`config.mk`:
```
export PLATFORM = sky130hd
export DESIGN_NAME = eek_cell
export DESIGN_NICKNAME = d
export VERILOG_FILES = /design/src/hw/rtl/eek_pkg.sv /design/src/hw/rtl/eek_cell.sv
export SDC_FILE = /design/constraint.sdc
export NUM_CORES = 1
export LEC_CHECK = 0
export BUFFER_PORTS_ARGS = -buffer_cell sky130_fd_sc_hd__clkbuf_2
export CAP_MARGIN = 30
export CORE_ASPECT_RATIO = 0.6
export CORE_MARGIN = 2
export CORE_UTILIZATION = 48
export CTS_BUF_LIST = sky130_fd_sc_hd__clkbuf_4 sky130_fd_sc_hd__clkbuf_8
export DETAILED_ROUTE_END_ITERATION = 10
export GPL_TIMING_DRIVEN = 0
export PLACE_DENSITY = 0.81
export SETUP_SLACK_MARGIN = 0.3
export SYNTH_ARGS = -nofsm -noshare
export SYNTH_HDL_FRONTEND = slang
export SYNTH_SLANG_ARGS = --single-unit
export TNS_END_PERCENT = 30
```
`constraint.sdc`:
```
create_clock -name clock -period 2.76 [get_ports clock]
set_input_delay 0.138 -clock clock [delete_from_list [all_inputs] [get_ports clock]]
set_output_delay 0.138 -clock clock [all_outputs]
set_load 0.05 [all_outputs]
```
`src/hw/rtl/eek_pkg.sv`:
```
// shared types and constants for the k-nearest-neighbor block
`default_nettype none
package eek_pkg;
   localparam int MAX_POINTS_DEF    = 256;
   localparam int MAX_DIM_DEF       = 32;
   localparam int MAX_NEIGHBORS_DEF = 16;
   localparam int DIST_W  = 38;
   localparam int SQRT_W  = 19;
   localparam int SIM_W   = 20;
   localparam logic [SIM_W-1:0] ONE_Q12 = 20'd4096;

   localparam logic [1:0] CSR_POINT_COUNT = 2'd0;
   localparam logic [1:0] CSR_DIMENSION   = 2'd1;
   localparam logic [1:0] CSR_NBR_COUNT   = 2'd2;

   localparam logic ACT_LOAD  = 1'b0;
   localparam logic ACT_QUERY = 1'b1;

   typedef struct packed {
      logic               action;
      logic [7:0]         point_index;
      logic [4:0]         component_index;
      logic signed [15:0] component_value;
   } req_type;

   typedef struct packed {
      logic [3:0]         rank;
      logic [7:0]         neighbor_index;
      logic signed [19:0] similarity;
      logic               last;
      logic               status;
   } rsp_type;

   // one candidate travelling down the cell chain
   typedef struct packed {
      logic              valid;
      logic [DIST_W-1:0] distance;
      logic [7:0]        index;
   } cand_type;
endpackage
`default_nettype wire

```
`src/hw/rtl/eek_cell.sv`:
```
// one slot of the sorted neighbor list; displaced entries move to the next cell
`default_nettype none
module eek_cell (
   input  wire logic              clock,
   input  wire logic              clear,
   input  wire logic              enable,
   input  wire eek_pkg::cand_type cand_in,
   output eek_pkg::cand_type      cand_out,
   output eek_pkg::cand_type      slot
);
   eek_pkg::cand_type slot_ff, slot_in;
   eek_pkg::cand_type out_ff, out_in;
   logic take;

   // order by distance, then by index, so ties go to the smaller index
   always_comb begin
      take    = cand_in.valid && (!slot_ff.valid ||
                cand_in.distance < slot_ff.distance ||
                (cand_in.distance == slot_ff.distance && cand_in.index < slot_ff.index));
      slot_in = slot_ff;
      out_in  = cand_in;
      if (take) begin
         slot_in = cand_in;
         out_in  = slot_ff;
      end
   end

   always_ff @(posedge clock) begin
      if (clear) begin
         slot_ff <= '0;
         out_ff  <= '0;
      end else if (enable) begin
         slot_ff <= slot_in;
         out_ff  <= out_in;
      end else begin
         out_ff.valid <= 1'b0;
      end
   end

   assign cand_out = out_ff;
   assign slot     = slot_ff;
endmodule
`default_nettype wire

```
## After elaboration in Yosys (flattened, before gate mapping)

Index checks and enable logic that the tools add are counted.

- Bits in registers: 94

- Magnitude comparators: 2
- Equal/unequal tests: 1
- Mux-type cells: 1
- Bitwise gates (word level): 1
- Reductions and logical operators: 7

Operator list:

| kind | number |
|---|---|
| two-way mux 47 bit | 1 |
| equality test 38 bit | 1 |
| less-than comparator 38 bit | 1 |
| less-than comparator 8 bit | 1 |
| logical AND 1 bit | 2 |
| logical OR 1 bit | 2 |
| AND reduction 2 bit | 1 |
| OR reduction 2 bit | 1 |
| zero test 1 bit | 1 |
| NOT 1 bit | 1 |

## Longest topological paths before layout

- Depth in word-level cells: 5
- Gate-level depth with buffers: 11

## Worst setup path after synthesis

OpenSTA, ideal clock, no wires.

- Path kind: reg2reg
- Start point: reg slot_ff, in the netlist slot[44]
- End point: reg out_ff, in the netlist cand_out[24]
- Library setup time: 0.154 ns
- Arrival: 2.505 ns
- Required time: 2.606 ns
- Setup slack: 0.101 ns
- Stages on the path, launching flop included: 12
- Clock period less this slack: 2.659 ns
- Cell sequence: dfxtp_1 -> inv_1 -> ha_1 -> nand4_1 -> nor4_2 -> o311ai_1 -> nand4_1 -> o211ai_4 -> buf_6 -> buf_6 -> nor3b_1 -> a311oi_2

- Word-level cells in the longest chain between the ends: 5

RTL lines:

| what | RTL line | RTL |
|---|---|---|
| from (decl) | eek_cell.sv:11 | `eek_pkg::cand_type slot_ff, slot_in;` |
| from (signal assigned) | eek_cell.sv:33 | `slot_ff <= slot_in;` |
| less-than comparator 38 bit or equality test 38 bit (tied branches) | eek_cell.sv:18, eek_cell.sv:19 |  |
| logical OR 1 bit or logical AND 1 bit (tied branches) | eek_cell.sv:17, eek_cell.sv:19 |  |
| logical OR 1 bit (*) | eek_cell.sv:18 | `cand_in.distance < slot_ff.distance \|\|` |
| logical AND 1 bit (*) | eek_cell.sv:17 | `take = cand_in.valid && (!slot_ff.valid \|\|` |
| two-way mux 47 bit (*) | eek_cell.sv:22 | `if (take) begin` |
| to (signal assigned) | eek_cell.sv:34 | `out_ff <= out_in;` |
| to (decl) | eek_cell.sv:12 | `eek_pkg::cand_type out_ff, out_in;` |

Every way passes the cells marked *; elsewhere a longest branch is shown, timed or not.
A chain may end at the register's enable or synchronous reset.

## Worst setup path after layout

- Start point: reg slot_ff, in the netlist slot[41]
- End point: reg out_ff, in the netlist cand_out[7]

Same word-level chain as after synthesis.

==> out/metrics.csv <==
stage,metric,value,unit
placed_design,gpl.final_weighted_congestion,0.872,
logic_synthesis,average_footprint_of_a_synthesized_cell,9.50,um2
logic_synthesis,number_of_enable_type_register_cells_in_the_synthesized_netlist,0,
die,fp.dieArea,0.0124,mm2
logic_synthesis,synth_top_family_by_area,simple AND/OR/NAND/NOR gates,
global_route,total_global_routing_track_utilization,0.303,
route,final_antenna_net_count,0,
status,violations,negative setup slack,
clock_network,clk_root_buffer_cell,clkbuf_8,
logic_synthesis,synthMuxAreaShare,0.0813,
logic_synthesis,ys_dominant_reg_cell,dfxtp_1,
placed_design,dpl-instance-area,0.00647,mm2
final_layout,finish.instance_area,0.00776,mm2
timing,fin_hold_viols,0,
logic_synthesis,synthArstFlopShare,0,
timing,worst_pin_slew,727,ps
timing,fin_worst_hold_slack,32.4,ps
clock_network,clock_insertion_delay_worst_skew,380,ps
clock_network,cts_tree,done,
clock_network,cts-buffers-inserted,9,
route,remaining_drc_errors,0,
clock_network,cts.path.max_buffers,2,
final_layout,fin_nets,865,
setup_path,cp-end-kind,flop,
timing,final_max_slew_viol_count,0,
clock_network,number_of_clock_sinks,94,
clock_network,number_of_buffers_inserted_by_hold_repair_at_cts,0,
route,post_drt_wl_per_cell,20.9,um
timing,finalSetupViolCount,16,
route,wl,19200,um
route,drt_pre_antenna_iters,7,
power,ir_drop,0.000275,V
logic_synthesis,synth_cells,583,
die,die_width,143,um
final_layout,n_antenna_cell,0,
clock_network,ctsHtreeMaxLevel,3,
die,placement_rows,30,
setup_path,cp-start-kind,flop,
timing,layout_worst_path_cycle_share,1.01,
timing,skew,10.5,ps
route,detail_route.iter0.violations,432,
setup_path,cp.required,3050,ps
logic_synthesis,area_fraction_in_compound_gates_after_synthesis,0.194,
logic_synthesis,synth_warnings,0,
timing,finalSetupTns,-239,ps
logic_synthesis,synth_seq_area_share,0.340,
logic_synthesis,synth_xor_area_frac,0,
setup_path,setup.worst_path.class,reg2reg,
min_path,min-delay-path-class,in2reg,
logic_synthesis,post_synth_instance_area,0.00554,mm2
route,num_vias,5521,
job,cap_viol_max_count,0,
setup_path,timing.critical_path.arrival,3080,ps
timing,final_critical_path_setup_slack,-33.8,ps
timing,rsz0062_at_grt,yes,
placed_design,detailed_place_hpwl,12900,um
logic_synthesis,post_synth_num_cell_types,42,
logic_synthesis,synth.cells.most_frequent,"dfxtp_1, nand2b_1, inv_1",
logic_synthesis,synth_top_cells_by_area,"dfxtp_1, nand2b_1, ha_1, mux2i_1, nor3b_1",
route,drt-vias-per-instance,6.01,
die,die_boundary_height,87.2,um
logic_synthesis,post_synthesis_net_count,678,
die,starting_utilization_of_the_core_area,0.492,
timing,period_minus_slack,2790,ps
clock_network,clk_pin_slew_worst_paths,100,ps
final_layout,drive_above_1_share,0.436,
power,power_density,534,mW/mm2
timing,slew_headroom,0.515,
global_route,grt_start_max_net_pins,16,
logic_synthesis,yosys.area_share.simple,0.207,
logic_synthesis,synth-adder-area-share,0.102,
global_route,antenna_found_initial,0,
power,static-leakage-power,0.00332,uW
die,io-pin-count,144,
global_route,grt_first_pass_wirelength,29200,um
logic_synthesis,yosys.area.top_type_share,0.340,
timing,clock.fmax,358,MHz
placed_design,io_buffer_count,141,
global_route,grt_overflow_total,0,
die,core-area,0.0113,mm2
logic_synthesis,yosys.area.top_type,dfxtp_1,
setup_path,timing.critical_path.fanout_max,7,
global_route,first_global_vias,5428,
final_layout,area_growth_syn_to_layout,40.1,%
status,outcome,"complete, but fails checks",
logic_synthesis,ys_ff_latch,94,
==> critical path, cell delays in order (launching register included) <==
cell	delay, ps
dfxtp_2	360
inv_2	50
ha_4	280
nand4_1	150
buf_4	180
nor4_4	360
o311ai_2	190
nand4_1	180
o211ai_4	120
buf_12	150
buf_16	150
buf_4	150
buf_16	130
a311oi_2	240
==> state kept, by name, summed over array words and instances (netlist names) <==
signal / count
cand_out: 47
slot: 47
==> power breakdown <==
part / total (uW) / leakage [uW] / switching [uW] / internal, uW
clock: 1090 / 0.000116 / 527 / 561
sequential: 1550 / 0.000790 / 84.1 / 1470
combinational: 1500 / 0.00242 / 951 / 554
==> metrics by stage <==
stage	utilization	cells	worst slack [ps]	total power, uW
floorplan	-	583	305	2420
finish	0.689	919	-33.8	4150
CTS	0.676	914	149	4040
global placement	0.575	868	-4.95	2710
detailed placement	0.575	868	-41.6	2760
global route	0.689	919	-97.5	4280
==> cells in the final DEF (no fill, tap or decap), drive strengths merged, types with 2 or more instances in the layout <==
master	count
a211o	2
a21boi	2
a21oi	18
a311oi	45
buf	48
bufinv	2
clkbuf	184
clkinv	2
dfxtp	94
ha	45
inv	48
mux2i	45
nand2	11
nand2b	94
nand3	3
nand4	10
nor2	5
nor3	2
nor3b	45
nor4	3
o21ai	7
o21bai	45
==> per-layer routing <==
layer / global-route usage / part of all wire
met4: 0.0873 / 0.014
met2: 0.483 / 0.46
met1: 0.420 / 0.45
met3: 0.0599 / 0.077
met5: 0 / 0
==> area by class of cell <==
class                   instances  area, um2
multi-input cells             396       3770
fillers                       793       3500
flip-flops and latches         94       1930
repair buffers                176       1110
plain buffers                  45        339
inverters                      48        185
well taps                     144        180
clock buffers                  11        151
clock inverters                 5       81.3
==> repair_timing <==
item                                    4_1_cts  5_1_grt
buffers inserted                             25        4
endpoints found under the setup margin       93       93
gates cloned                                  5        1
pin swaps                                    33       11
gates resized for setup                     104       18
==> logic make-up after synthesis <==
group	after synthesis
AOI/OAI and AO/OA	129
and+or+nand+nor	177
buffers and inverters	93
adders and majority gates	45
DFF	94
muxes	45
==> path summary, 6_finish.rpt <==
path,start,end,slack [ps],cells after the start
min reg2reg,slot[20],slot[20],490,2
min,cand_in[10],slot[10],30,3
max reg2reg,slot[41],cand_out[7],-30,13
max,slot[41],cand_out[7],-30,13
(Power assumes the default switching activity.)
