## config.mk

```make
export PLATFORM = sky130hd
export DESIGN_NAME = eek_sqrt
export DESIGN_NICKNAME = d
export VERILOG_FILES = /design/src/hw/rtl/eek_pkg.sv /design/src/hw/rtl/eek_sqrt.sv
export SDC_FILE = /design/constraint.sdc
export NUM_CORES = 1
export LEC_CHECK = 0
export BUFFER_PORTS_ARGS = -buffer_cell sky130_fd_sc_hd__buf_2
export CAP_MARGIN = 25
export CORE_MARGIN = 2
export CORE_UTILIZATION = 60
export CTS_CLUSTER_DIAMETER = 120
export DETAILED_ROUTE_END_ITERATION = 16
export GPL_TIMING_DRIVEN = 1
export HOLD_SLACK_MARGIN = 0.15
export PLACE_DENSITY = 0.78
export SKIP_LAST_GASP = 1
export SLEW_MARGIN = 20
export SYNTH_ARGS = -nofsm -noshare
export SYNTH_HDL_FRONTEND = slang
export SYNTH_SLANG_ARGS = --single-unit
```

## constraint.sdc

```tcl
create_clock -name clock -period 20.2 [get_ports clock]
set_input_delay 4.04 -clock clock [delete_from_list [all_inputs] [get_ports clock]]
set_output_delay 4.04 -clock clock [all_outputs]
set_load 0.05 [all_outputs]
```

## src/hw/rtl/eek_pkg.sv

```systemverilog
// shared types and constants for the k-nearest-neighbor block
`default_nettype none
package eek_pkg;
   localparam int MAX_POINTS_DEF    = 256;
   localparam int MAX_DIM_DEF       = 32;
   localparam int MAX_NEIGHBORS_DEF = 16;
   localparam int DIST_W  = 38;
   localparam int SQRT_W  = 19;
   localparam int SIM_W   = 20;
   localparam logic [SIM_W-1:0] ONE_Q12 = 20'd4096;

   localparam logic [1:0] CSR_POINT_COUNT = 2'd0;
   localparam logic [1:0] CSR_DIMENSION   = 2'd1;
   localparam logic [1:0] CSR_NBR_COUNT   = 2'd2;

   localparam logic ACT_LOAD  = 1'b0;
   localparam logic ACT_QUERY = 1'b1;

   typedef struct packed {
      logic               action;
      logic [7:0]         point_index;
      logic [4:0]         component_index;
      logic signed [15:0] component_value;
   } req_type;

   typedef struct packed {
      logic [3:0]         rank;
      logic [7:0]         neighbor_index;
      logic signed [19:0] similarity;
      logic               last;
      logic               status;
   } rsp_type;

   // one candidate travelling down the cell chain
   typedef struct packed {
      logic              valid;
      logic [DIST_W-1:0] distance;
      logic [7:0]        index;
   } cand_type;
endpackage
`default_nettype wire

```

## src/hw/rtl/eek_sqrt.sv

```systemverilog
// bit-serial integer square root, one result bit per cycle
`default_nettype none
module eek_sqrt (
   input  wire logic                       clock,
   input  wire logic                       reset,
   input  wire logic                       start,
   input  wire logic [eek_pkg::DIST_W-1:0] value,
   output logic                            done,
   output logic [eek_pkg::SQRT_W-1:0]      root
);
   localparam int W = eek_pkg::DIST_W;
   localparam int R = eek_pkg::SQRT_W;
   localparam int CW = $clog2(R + 1);

   logic [W-1:0]  rem_ff, rem_in;
   logic [W-1:0]  res_ff, res_in;
   logic [W-1:0]  bit_ff, bit_in;
   logic [CW-1:0] cnt_ff, cnt_in;
   logic          run_ff, run_in, done_ff, done_in;

   // classic digit-by-digit root, bit starts at 4^(R-1)
   always_comb begin
      rem_in  = rem_ff;
      res_in  = res_ff;
      bit_in  = bit_ff;
      cnt_in  = cnt_ff;
      run_in  = run_ff;
      done_in = 1'b0;
      if (start) begin
         rem_in = value;
         res_in = '0;
         bit_in = W'(1) << (2 * (R - 1));
         cnt_in = CW'(R);
         run_in = 1'b1;
      end else if (run_ff) begin
         if (rem_ff >= res_ff + bit_ff) begin
            rem_in = rem_ff - (res_ff + bit_ff);
            res_in = (res_ff >> 1) + bit_ff;
         end else begin
            res_in = res_ff >> 1;
         end
         bit_in = bit_ff >> 2;
         cnt_in = cnt_ff - CW'(1);
         if (cnt_ff == CW'(1)) begin
            run_in  = 1'b0;
            done_in = 1'b1;
         end
      end
   end

   always_ff @(posedge clock) begin
      if (reset) begin
         run_ff  <= 1'b0;
         done_ff <= 1'b0;
      end else begin
         run_ff  <= run_in;
         done_ff <= done_in;
      end
      rem_ff <= rem_in;
      res_ff <= res_in;
      bit_ff <= bit_in;
      cnt_ff <= cnt_in;
   end

   assign done = done_ff;
   assign root = res_ff[R-1:0];
endmodule
`default_nettype wire

```

# After elaboration in Yosys (flattened, before gate mapping)
# Cells that the tools add are included.
# word_totals
wordCells	25
ff_bits	102
# classes
addsub	4
eq_ne	1
magnitude_cmp	1
reduce_logical	4
muxes	8
bitwise_logic	1
# op_table
operator	n
$mux W38	4
$add A37 B37 Y38	1
$add A38 B37 Y38	1
$ge A38 B38 Y1	1
$sub A38 B38 Y38	1
$eq A5 B1 Y1 const B	1
$sub A5 B1 Y5 const B	1
$mux W1	4
$reduce_bool A2 Y1	2
$reduce_or A3 Y1	1
$reduce_and A2 Y1	1
$not A1 Y1	1

# Longest topological paths before layout
# Gate-level depths: netlist (run 1).
# logic_depth
depth_word	5
mapped_depth	22
ltp_nobuf	19

# Worst setup path before layout (run 1)
# Ideal clock, no wire load.
# synth_path
kind	flip-flop to flip-flop
from	reg res_ff[0]
to	reg rem_ff[0], enable pin
t_arrival_ns	6.735
stages_incl_launch_ff	20
slack_ns	12.980
n_path_buf	3
setup_ns	0.486
cell_sequence	dfxtp_1 ha_1 ha_1 a21o_1 a31o_2 a21boi_0 nor3_1 or3b_2 and2_1 or2_2 ha_1 clkbuf_2 nand2_1 o21a_1 nand2_1 a41oi_1 o31a_2 buf_6 buf_4 o21ai_0
# synth_via
elab_chain_cells	4
# synth_rtl
element	line_no	rtl
start: declaration	eek_sqrt.sv:16	logic [W-1:0] res_ff, res_in;
start signal: assignment	eek_sqrt.sv:60	res_ff <= res_in;
$add A38 B37 Y38	eek_sqrt.sv:36	if (rem_ff >= res_ff + bit_ff) begin
$ge A38 B38 Y1	eek_sqrt.sv:36	
$reduce_bool A2 Y1 (no line)	-	
$reduce_and A2 Y1 (no line)	-	
end signal: assignment	eek_sqrt.sv:59	rem_ff <= rem_in;
end: declaration	eek_sqrt.sv:15	logic [W-1:0] rem_ff, rem_in;
# No other way between the ends.
# A chain may end at the register's enable or synchronous reset.

# Final worst setup path (run 1)
# layout_path
from	reg res_ff[4]
to	reg rem_ff[18], enable pin
# Same word-level chain as after synthesis.

==> results list, run 1 <==
* Status: completed
- Transition time at the pin with the least slew margin: 1.04 ns
- Total congestion overflow after global routing: 0
* Number of rows created at floorplan: 44
* Arrival time worst endpoint: 5.88 ns
- Number of warnings printed during yosys synthesis: 0
- Flops & latches, synth: 102
- Count of unique library cells instantiated by Yosys: 66
- Clock Tree Root: sky130_fd_sc_hd__clkbuf_16
- Vertical die dimension: 126 um
* Fin crit share: 0.288
* Max-cap violations: 0
* Hold Path Cell Cnt: 2
- After clock tree synthesis, the flow added hold-fix buffers numbering 0.
* Area share of the leading cell type in the synthesized netlist: 0.144
- Timing would allow up to 0.172 GHz.
- Cell taking the most area after synthesis: sky130_fd_sc_hd__dfxtp_1
- The floorplan step set the die width to 126 um.
- Post-CTS repair changed the size of 0 cells.
- Starting DRC count in detailed routing: 637
- Setup violations remaining at the end of the flow were counted as 0.
- Worst slew slack as a fraction of its limit: 0.308
* TritonCTS Buffers: 9
- Crit-path max FO: 49
- Synthesis produced 1076 cells.
* Number of antenna violations at the first check in global routing: 0
* Fin. max-slew vios: 0
- The synthesized design contains 38 enable-type register cells.
* Mean routed wirelength per cell: 17.6 um
- Number of iterations in the first detailed-routing pass: 7
- DP Cell Count: 1256
- The worst setup path is captured at a flip-flop.
* HPWL Detailed: 16200 um
- The detailed router placed 8184 vias in this run.
- Setup slack, reg-to-reg: 14.38 ns
- Port-buffer cells: 60
* Cell area after placement: 9070 um2
- Core Util, Final: 0.646
- Terminating pin of the worst hold path: res_ff[0]$_SDFFE_PP0P_
- Total global-route track usage: 0.276
* Commonest cells in the netlist: sky130_fd_sc_hd__nand2_1 (98), sky130_fd_sc_hd__o21ai_0 (91), sky130_fd_sc_hd__nor2_1 (90)
* Cell Area, Synth: 8870 um2
* RSZ-0062 raised after global routing: false
- Largest voltage drop on the vdd net: 0.0878 mV
- Clock network latency to the later pin of the worst-skew pair: 0.36 ns
- Sequential cell area fraction in the yosys report: 0.273
- Clock tree buffer depth: 2
- Prevailing post-synth register cell: sky130_fd_sc_hd__dfxtp_1
- The clock net in this run drives a total of 102 sinks.
- On the worst path, the slowest cell contributes a delay of 0.84 ns.
* Final critical-path required period: 5.82 ns
* Power density over the cells: 121 nW/um2
* Number of global-route vias before repair: 7423
* Final Power: 0.00114 W
* Total length of routed wires: 22400 um
* Area growth from synthesis to layout: 5.53%
* Reg2reg end: rem_ff[18]$_DFFE_PP_
- Post-Synthesis Net Count: 1198
- After floorplanning, the core was sized to cover 14500 um2.
- Diodes inserted: 0
* Clock skew: 0.0111 ns
* Final hold vios: 0
* Slowest CP cell: sky130_fd_sc_hd__o31a_2
* Synth top area cells: sky130_fd_sc_hd__dfxtp_1 (14%), sky130_fd_sc_hd__edfxtp_1 (13%), sky130_fd_sc_hd__ha_1 (11%), sky130_fd_sc_hd__o21ai_0 (5.1%), sky130_fd_sc_hd__nand2_1 (4.1%)
- By instance count, the leading cell after synthesis is sky130_fd_sc_hd__nand2_1.
* CTS tree: done
- The initial utilization of the core area, before any placement, comes to 0.612.
* Hold_sp: res_ff[0]$_SDFFE_PP0P_
- Buffers added to address setup during post-CTS repair amount to 0.
- The count of nets left with antenna violations once routing finished came out at 0.
- In the routed design, unresolved DRC markers number 0.
- Post-Route Setup TNS: 0 ns
- Using the TritonRoute via totals, the vias-per-cell ratio works out to 6.43.
- In this run the critical register-to-register path is launched from res_ff[4]$_SDFFE_PP0P_.
* Ys async rst share: 0
- Entering global routing, the biggest net connects 96 pins.
- Share of final-layout standard cells stronger than drive strength 1: 0.0947
- STA puts the critical path data required time at 20.26 ns.
- The min-delay analysis places its worst path in the category flip-flop to flip-flop.
* Leakage power of the design: 3.68 nW
- The worst setup path is launched from a flip-flop.
- The H-tree generated during clock tree synthesis spans 3 levels.
- The critical path is of the flip-flop to flip-flop type.
- Gp weighted congestion: 0.967
- First-pass GRT wire length: 35700 um
* R2R depth: 18
* Critical-path cell list: ha_1 > nor3_1 > a211oi_1 > a32oi_1 > a21boi_0 > o31ai_1 > a21oi_1 > a21oi_1 > xor2_1 > ha_1 > and3_1 > nand4_1 > nor2_1 > a41o_1 > a21oi_1 > o31a_2 > o21ai_4 > buf_4
- IO Pins: 61
* Average size of a mapped cell: 8.24 um2
* Total number of nets in the final design: 1205
* Clock transition at the registers of the reported paths: 0.08 ns
* Area of the die: 15800 um2
- The most numerous cell type found on the critical path is sky130_fd_sc_hd__a21oi_1.
- Summing all non-filler instances in the final layout gives an area of 9360 um2.
- The finished layout holds 1272 standard cells, fillers aside.
## final cells by class
class	count	area (um2)
clock buffers	11	243
clock inverters	5	40.0
fillers	1230	5120
inverters	32	120
multi-input cells	874	5970
flip-flops and latches	102	2430
well taps	184	230
repair buffers	64	333
## per-layer routing
layer | wire length [um] | share of wire | track usage | vias to the layer above
met5 | 0 | 0 | 0 | -
met4 | 644 | 0.029 | 0.0993 | 0
met3 | 1320 | 0.059 | 0.0436 | 48
met2 | 10100 | 0.45 | 0.444 | 283
met1 | 10300 | 0.46 | 0.377 | 3808
li1 | - | - | - | 4045
## critical path: cells and delay by family (launching register included)
kind,cells,cell delay [ns]
xor gates and xnor gates,1,0.16
and+or+nand+nor,4,0.50
adders and majority gates,2,0.68
DFF,1,0.53
AOI/OAI and AO/OA,10,3.30
buffers and inverters,1,0.33
## stage by stage
step | worst slack, ns | hold slack, ns
6_report | 14.38 | 0.508
2_1_floorplan | 12.98 | 0.461
3_5_place_dp | 14.32 | 0.494
3_3_place_gp | 14.35 | 0.482
4_1_cts | 14.50 | 0.514
5_1_grt | 14.00 | 0.546
## sequential cells by signal, summed over array words and instances (netlist names)
register	count
rem_ff	38
res_ff	38
bit_ff	19
cnt_ff	5
done	1
run_ff	1
## worst max-delay path by stage
stage               cells after the start                    from                   end  slack, ns
finish                                 18  res_ff[4]$_SDFFE_PP0P_  rem_ff[18]$_DFFE_PP_      14.38
detailed placement                      5                   start  rem_ff[35]$_DFFE_PP_      14.32
floorplan                              19  res_ff[0]$_SDFFE_PP0P_   rem_ff[0]$_DFFE_PP_      12.98
CTS                                    18  res_ff[4]$_SDFFE_PP0P_  rem_ff[11]$_DFFE_PP_      14.50
global route                           18  res_ff[4]$_SDFFE_PP0P_  rem_ff[11]$_DFFE_PP_      14.00
global placement                        5                   start  rem_ff[35]$_DFFE_PP_      14.35
## layout by cell type, fill, tap and decap left out, types with 7 or more instances in the layout
| cell type | instances |
|---|---|
| sky130_fd_sc_hd__or3_1 | 13 |
| sky130_fd_sc_hd__edfxtp_1 | 38 |
| sky130_fd_sc_hd__a221oi_1 | 12 |
| sky130_fd_sc_hd__nor3_1 | 18 |
| sky130_fd_sc_hd__mux2_2 | 9 |
| sky130_fd_sc_hd__buf_2 | 59 |
| sky130_fd_sc_hd__ha_1 | 80 |
| sky130_fd_sc_hd__clkbuf_16 | 9 |
| sky130_fd_sc_hd__inv_1 | 31 |
| sky130_fd_sc_hd__a21boi_0 | 8 |
| sky130_fd_sc_hd__a311oi_1 | 21 |
| sky130_fd_sc_hd__o21bai_1 | 20 |
| sky130_fd_sc_hd__a31oi_1 | 27 |
| sky130_fd_sc_hd__and2_1 | 9 |
| sky130_fd_sc_hd__nor2b_1 | 9 |
| sky130_fd_sc_hd__a31o_2 | 7 |
| sky130_fd_sc_hd__xnor2_1 | 36 |
| sky130_fd_sc_hd__nand2_1 | 98 |
| sky130_fd_sc_hd__dfxtp_1 | 63 |
| sky130_fd_sc_hd__nand3_1 | 30 |
| sky130_fd_sc_hd__a21o_1 | 32 |
| sky130_fd_sc_hd__o21ai_0 | 90 |
| sky130_fd_sc_hd__o21a_1 | 8 |
| sky130_fd_sc_hd__o31ai_1 | 7 |
| sky130_fd_sc_hd__nand4_1 | 24 |
| sky130_fd_sc_hd__nor2_1 | 90 |
| sky130_fd_sc_hd__mux2i_1 | 29 |
| sky130_fd_sc_hd__a211oi_1 | 14 |
| sky130_fd_sc_hd__xor2_1 | 37 |
| sky130_fd_sc_hd__a21oi_1 | 64 |
## cells by family (layout without fill, tap and decap cells)
| logic type | after synthesis | after routing | synth area share |
|---|---|---|---|
| flip-flops | 102 | 102 | 0.273 |
| AO/OA/AOI/OAI | 360 | 360 | 0.270 |
| multiplexers | 38 | 38 | 0.0442 |
| adder cells (fa/ha/maj) | 81 | 81 | 0.115 |
| AND/OR/NAND/NOR | 322 | 322 | 0.170 |
| buffers and inverters | 100 | 112 | 0.0553 |
| XOR/XNOR | 73 | 73 | 0.0721 |
## power by group
part,switching [W],internal [W],total [W]
clock network,0.0000875,0.0000885,0.000176
registers,0.0000381,0.000274,0.000312
logic,0.000398,0.000250,0.000647
total,0.000523,0.000612,0.00114
Power figures use the tool's default switching activity.
==> run 2, diff against run 1 <==
- CORE_UTILIZATION: 60 -> 56
- PLACE_DENSITY: 0.78 -> 0.77
- clock period: 20.2 -> 4.71 ns (I/O delays scaled with it)
==> run 2 against run 1 <==
Sequential power rose to 4.2 times the previous value. Via count rose by 3.3%. Hold slack got worse by 0.0068 ns. Clock power rose to 4.7 times the previous value. Global-route usage rose by 0.93 points. Maximum frequency rose by 27%. Total power rose to 4.7 times the previous value. Cell count rose by 5.3%. Setup slack got worse by 14 ns. Wire length rose by 7.4%. Sequential share of layout area fell by 1.6 points. Final area rose by 6.8%. Critical path type unchanged. Critical endpoint is now rem_ff[3]$_DFFE_PP_. Highest routed layer unchanged.
==> results list, run 2 (same netlist as run 1, synthesis figures left out) <==
* Arrival time worst endpoint: 4.63 ns (was 5.88 ns)
- Footprint of the multi-input gates: 6180 um2 (was 5970 um2)
- Gp weighted congestion: 0.926 (was 0.967)
* Worst setup timing slack at the placement stage: 0.0301 ns (was 14.32 ns)
- Clock skew: 0.0154 ns (was 0.0111 ns)
* Vertical die dimension: 130 um (was 126 um)
- The antenna diode count was 0 (unchanged).
- The worst reg2reg path startpoint is res_ff[0]$_SDFFE_PP0P_ (was res_ff[4]$_SDFFE_PP0P_).
- The clock latency on the worst-skew pair was 0.37 ns (was 0.36 ns).
* Share of final-layout standard cells stronger than drive strength 1: 0.163 (was 0.0947)
- Routed metal-1 wirelength: 10500 um (was 10300 um)
- The count of antenna-violating nets left after detailed routing is 0 (unchanged).
- CTS tree: done (unchanged)
- The number of iterations in the first detailed-routing pass came to 5 (was 7).
- Effective utilization at floorplan: 0.579 (was 0.612)
* Wire length on met3: 1320 um (about the same)
- The worst hold slack is 0.501 ns (was 0.508 ns).
* Uppermost routed layer: met4 (unchanged)
* HPWL Detailed: 17600 um (was 16200 um)
- The sink count of the clock tree was 102 (unchanged).
- Crit-path max FO: 38 (was 49)
- Setup slack, reg-to-reg: 0.12 ns (was 14.38 ns)
* Total congestion overflow after global routing: 0 (unchanged)
* Reg2reg end: rem_ff[3]$_DFFE_PP_ (was rem_ff[18]$_DFFE_PP_)
- Element type at the critical path end: flip-flop (unchanged)
* Max frequency: 0.218 GHz (was 0.172 GHz)
- The clock network fraction of total power is 0.158 (was 0.155).
- TritonCTS Buffers: 9 (unchanged)
- The net switching power was 0.00234 W (was 0.000523 W).
- The power per cell area is 530 nW/um2 (was 121 nW/um2).
- The most frequent standard cell in the layout excluding fill and tap cells is sky130_fd_sc_hd__nand2_1 (unchanged).
- Fin. max-slew vios: 0 (unchanged)
* Port-buffer cells: 60 (unchanged)
* Count of vias placed by the detailed router: 8456 (was 8184)
* Fill cell count: 1351 (was 1230)
* Sum of met2 wire segment lengths after detailed routing: 11400 um (was 10100 um)
* Number of rows created at floorplan: 45 (was 44)
* Area growth from synthesis to layout: 12.7% (was 5.53%)
* Clock Tree Root: sky130_fd_sc_hd__clkbuf_16 (unchanged)
- Reg area: 2430 um2 (about the same)
- The clock period minus final worst setup slack came to 4.59 ns (was 5.82 ns).
- Largest regs: rem_ff: 38 flops, res_ff: 38 flops, bit_ff: 19 flops (unchanged)
* R2R depth: 20 (was 18)
* Number of global-route vias before repair: 7901 (was 7423)
- Post-detailed-route DRC marker count: 0 (unchanged)
- Starting DRC count in detailed routing: 674 (was 637)
* Max-cap violations: 0 (unchanged)
- The number of vias per cell was 6.31 (was 6.43).
- RSZ-0062 raised after global routing: true (was false).
- The endpoint of the most critical setup path is rem_ff[3]$_DFFE_PP_ (was rem_ff[18]$_DFFE_PP_).
- Transition time at the pin with the least slew margin: 0.734 ns (was 1.04 ns)
* Worst slew slack as a fraction of its limit: 0.508 (was 0.308)
* Int Pwr: 0.00295 W (was 0.000612 W)
* Data required time of the critical path: 4.75 ns (was 20.26 ns)
- The number of instances in the placed design is 1319 (was 1256).
- The routed length per instance is 17.9 um (was 17.6 um).
* Area of the die: 16900 um2 (was 15800 um2)
- The maximum buffer depth of the clock tree was 2 (unchanged).
- Worst-case setup margin in the final layout: 0.120 ns (was 14.38 ns)
- The final core utilization was 0.652 (was 0.646).
* Pin count of the biggest net entering global routing: 71 (was 96)
- The accumulated negative setup slack came to 0 ns (unchanged).
- The count of boundary I/O pins came to 61 (unchanged).
* First-pass GRT wire length: 38400 um (was 35700 um)
- Crit Path Category: flip-flop to flip-flop (unchanged)
- Total number of nets in the final design: 1246 (was 1205)
- The clock slew at the register clock pins of the worst setup and hold paths was 0.07 ns (was 0.08 ns).
* Number of cells in the finished layout apart from fillers: 1340 (was 1272)
* Final Setup Violations: 0 (unchanged)
- The final number of hold-violating endpoints is 0 (unchanged).
- Area of the placeable core: 15300 um2 (was 14500 um2)
- Logic pwr share: 0.594 (was 0.570)
- The total detailed-routing wirelength is 24000 um (was 22400 um).
* Worst Setup SP: res_ff[0]$_SDFFE_PP0P_ (was res_ff[4]$_SDFFE_PP0P_)
* Fin crit share: 0.974 (was 0.288)
* Net switching share of the total power: 0.442 (was 0.461)
- The number of hold buffers added after CTS is 0 (unchanged).
* Most frequent cells in the layout: sky130_fd_sc_hd__nand2_1 (97), sky130_fd_sc_hd__nor2_1 (89), sky130_fd_sc_hd__o21ai_0 (87), sky130_fd_sc_hd__ha_1 (69) (was sky130_fd_sc_hd__nand2_1 (98), sky130_fd_sc_hd__nor2_1 (90), sky130_fd_sc_hd__o21ai_0 (90), sky130_fd_sc_hd__ha_1 (80), sky130_fd_sc_hd__a21oi_1 (64))
- Status: completed (unchanged).
- The initial antenna violation count came to 0 (unchanged).
- Total global-route track usage: 0.285 (was 0.276)
* Startpoint kind of the worst setup timing path: flip-flop (unchanged)
- Leakage power of the design: 3.93 nW (was 3.68 nW)
- The total number of H-tree levels was 3 (unchanged).
* Largest voltage drop on the vdd net: 0.291 mV (was 0.0878 mV)
* Overall die width: 130 um (was 126 um)
* Tightest Hold Check Type: flip-flop to flip-flop (unchanged)
- The share of power burned in registers was 0.248 (was 0.275).
==> run 2: power groups by stage <==
stage	Combinational [W]	Clock [W]	Sequential, W
after floorplan	0.00232	0	0.00128
after global placement	0.00294	0	0.00132
after detailed placement	0.00298	0	0.00133
after CTS	0.00301	0.000844	0.00131
after global routing	0.00347	0.000879	0.00133
final	0.00314	0.000835	0.00131
==> run 2: area by class of cell <==
type / instances / area share
clock inverters: 6 / 0.00927
repair buffers: 105 / 0.0670
clock buffers: 10 / 0.0229
well taps: 211 / 0.0264
inverters: 32 / 0.0120
multi-input cells: 874 / 0.619
flip-flops and latches: 102 / 0.243
==> run 2: critical path: stages, from the launching register on <==
cell	delay (ns)
sky130_fd_sc_hd__dfxtp_1	0.34
sky130_fd_sc_hd__ha_2	0.22
sky130_fd_sc_hd__ha_2	0.19
sky130_fd_sc_hd__a21o_1	0.19
sky130_fd_sc_hd__a31o_2	0.26
sky130_fd_sc_hd__a21boi_2	0.18
sky130_fd_sc_hd__nor3_1	0.08
sky130_fd_sc_hd__or3b_4	0.41
sky130_fd_sc_hd__and2_1	0.20
sky130_fd_sc_hd__o21ai_2	0.13
sky130_fd_sc_hd__xor2_1	0.24
sky130_fd_sc_hd__ha_2	0.22
sky130_fd_sc_hd__a21o_1	0.13
sky130_fd_sc_hd__a21oi_1	0.07
sky130_fd_sc_hd__o21bai_1	0.20
sky130_fd_sc_hd__nand2b_4	0.17
sky130_fd_sc_hd__a21oi_2	0.04
sky130_fd_sc_hd__o31a_4	0.38
sky130_fd_sc_hd__buf_4	0.15
sky130_fd_sc_hd__o21ai_4	0.16
sky130_fd_sc_hd__buf_12	0.24
==> run 2: worst min-delay path by stage <==
stage / end / cells after the start / slack [ns] / start
6_report: cnt_ff[4]$_SDFFE_PP1P_ / 2 / 0.50 / cnt_ff[4]$_SDFFE_PP1P_
3_3_place_gp: cnt_ff[4]$_SDFFE_PP1P_ / 2 / 0.48 / cnt_ff[4]$_SDFFE_PP1P_
2_1_floorplan: cnt_ff[4]$_SDFFE_PP1P_ / 2 / 0.46 / cnt_ff[4]$_SDFFE_PP1P_
4_1_cts: cnt_ff[4]$_SDFFE_PP1P_ / 2 / 0.51 / cnt_ff[4]$_SDFFE_PP1P_
3_5_place_dp: cnt_ff[4]$_SDFFE_PP1P_ / 2 / 0.48 / cnt_ff[4]$_SDFFE_PP1P_
5_1_grt: res_ff[0]$_SDFFE_PP0P_ / 2 / 0.55 / res_ff[0]$_SDFFE_PP0P_
==> run 2: through the flow <==
step | power, W | cell area [um2]
floorplan | 0.00360 | 8970
global placement | 0.00427 | 9480
detailed placement | 0.00431 | 9480
CTS | 0.00516 | 9810
global route | 0.00568 | 9990
finish | 0.00529 | 9990
==> run 2: what timing repair did <==
action                                  4_1_cts  5_1_grt
resized for setup                             1       31
setup buffers                                 0        5
pin swaps                                     0       10
endpoints found under the setup margin        1       82
==> run 2: per-layer routing <==
metal,GRT usage,vias to the layer above
li1,-,4131
met1,0.360,3988
met2,0.495,283
met3,0.0349,54
met4,0.116,0
met5,0,-
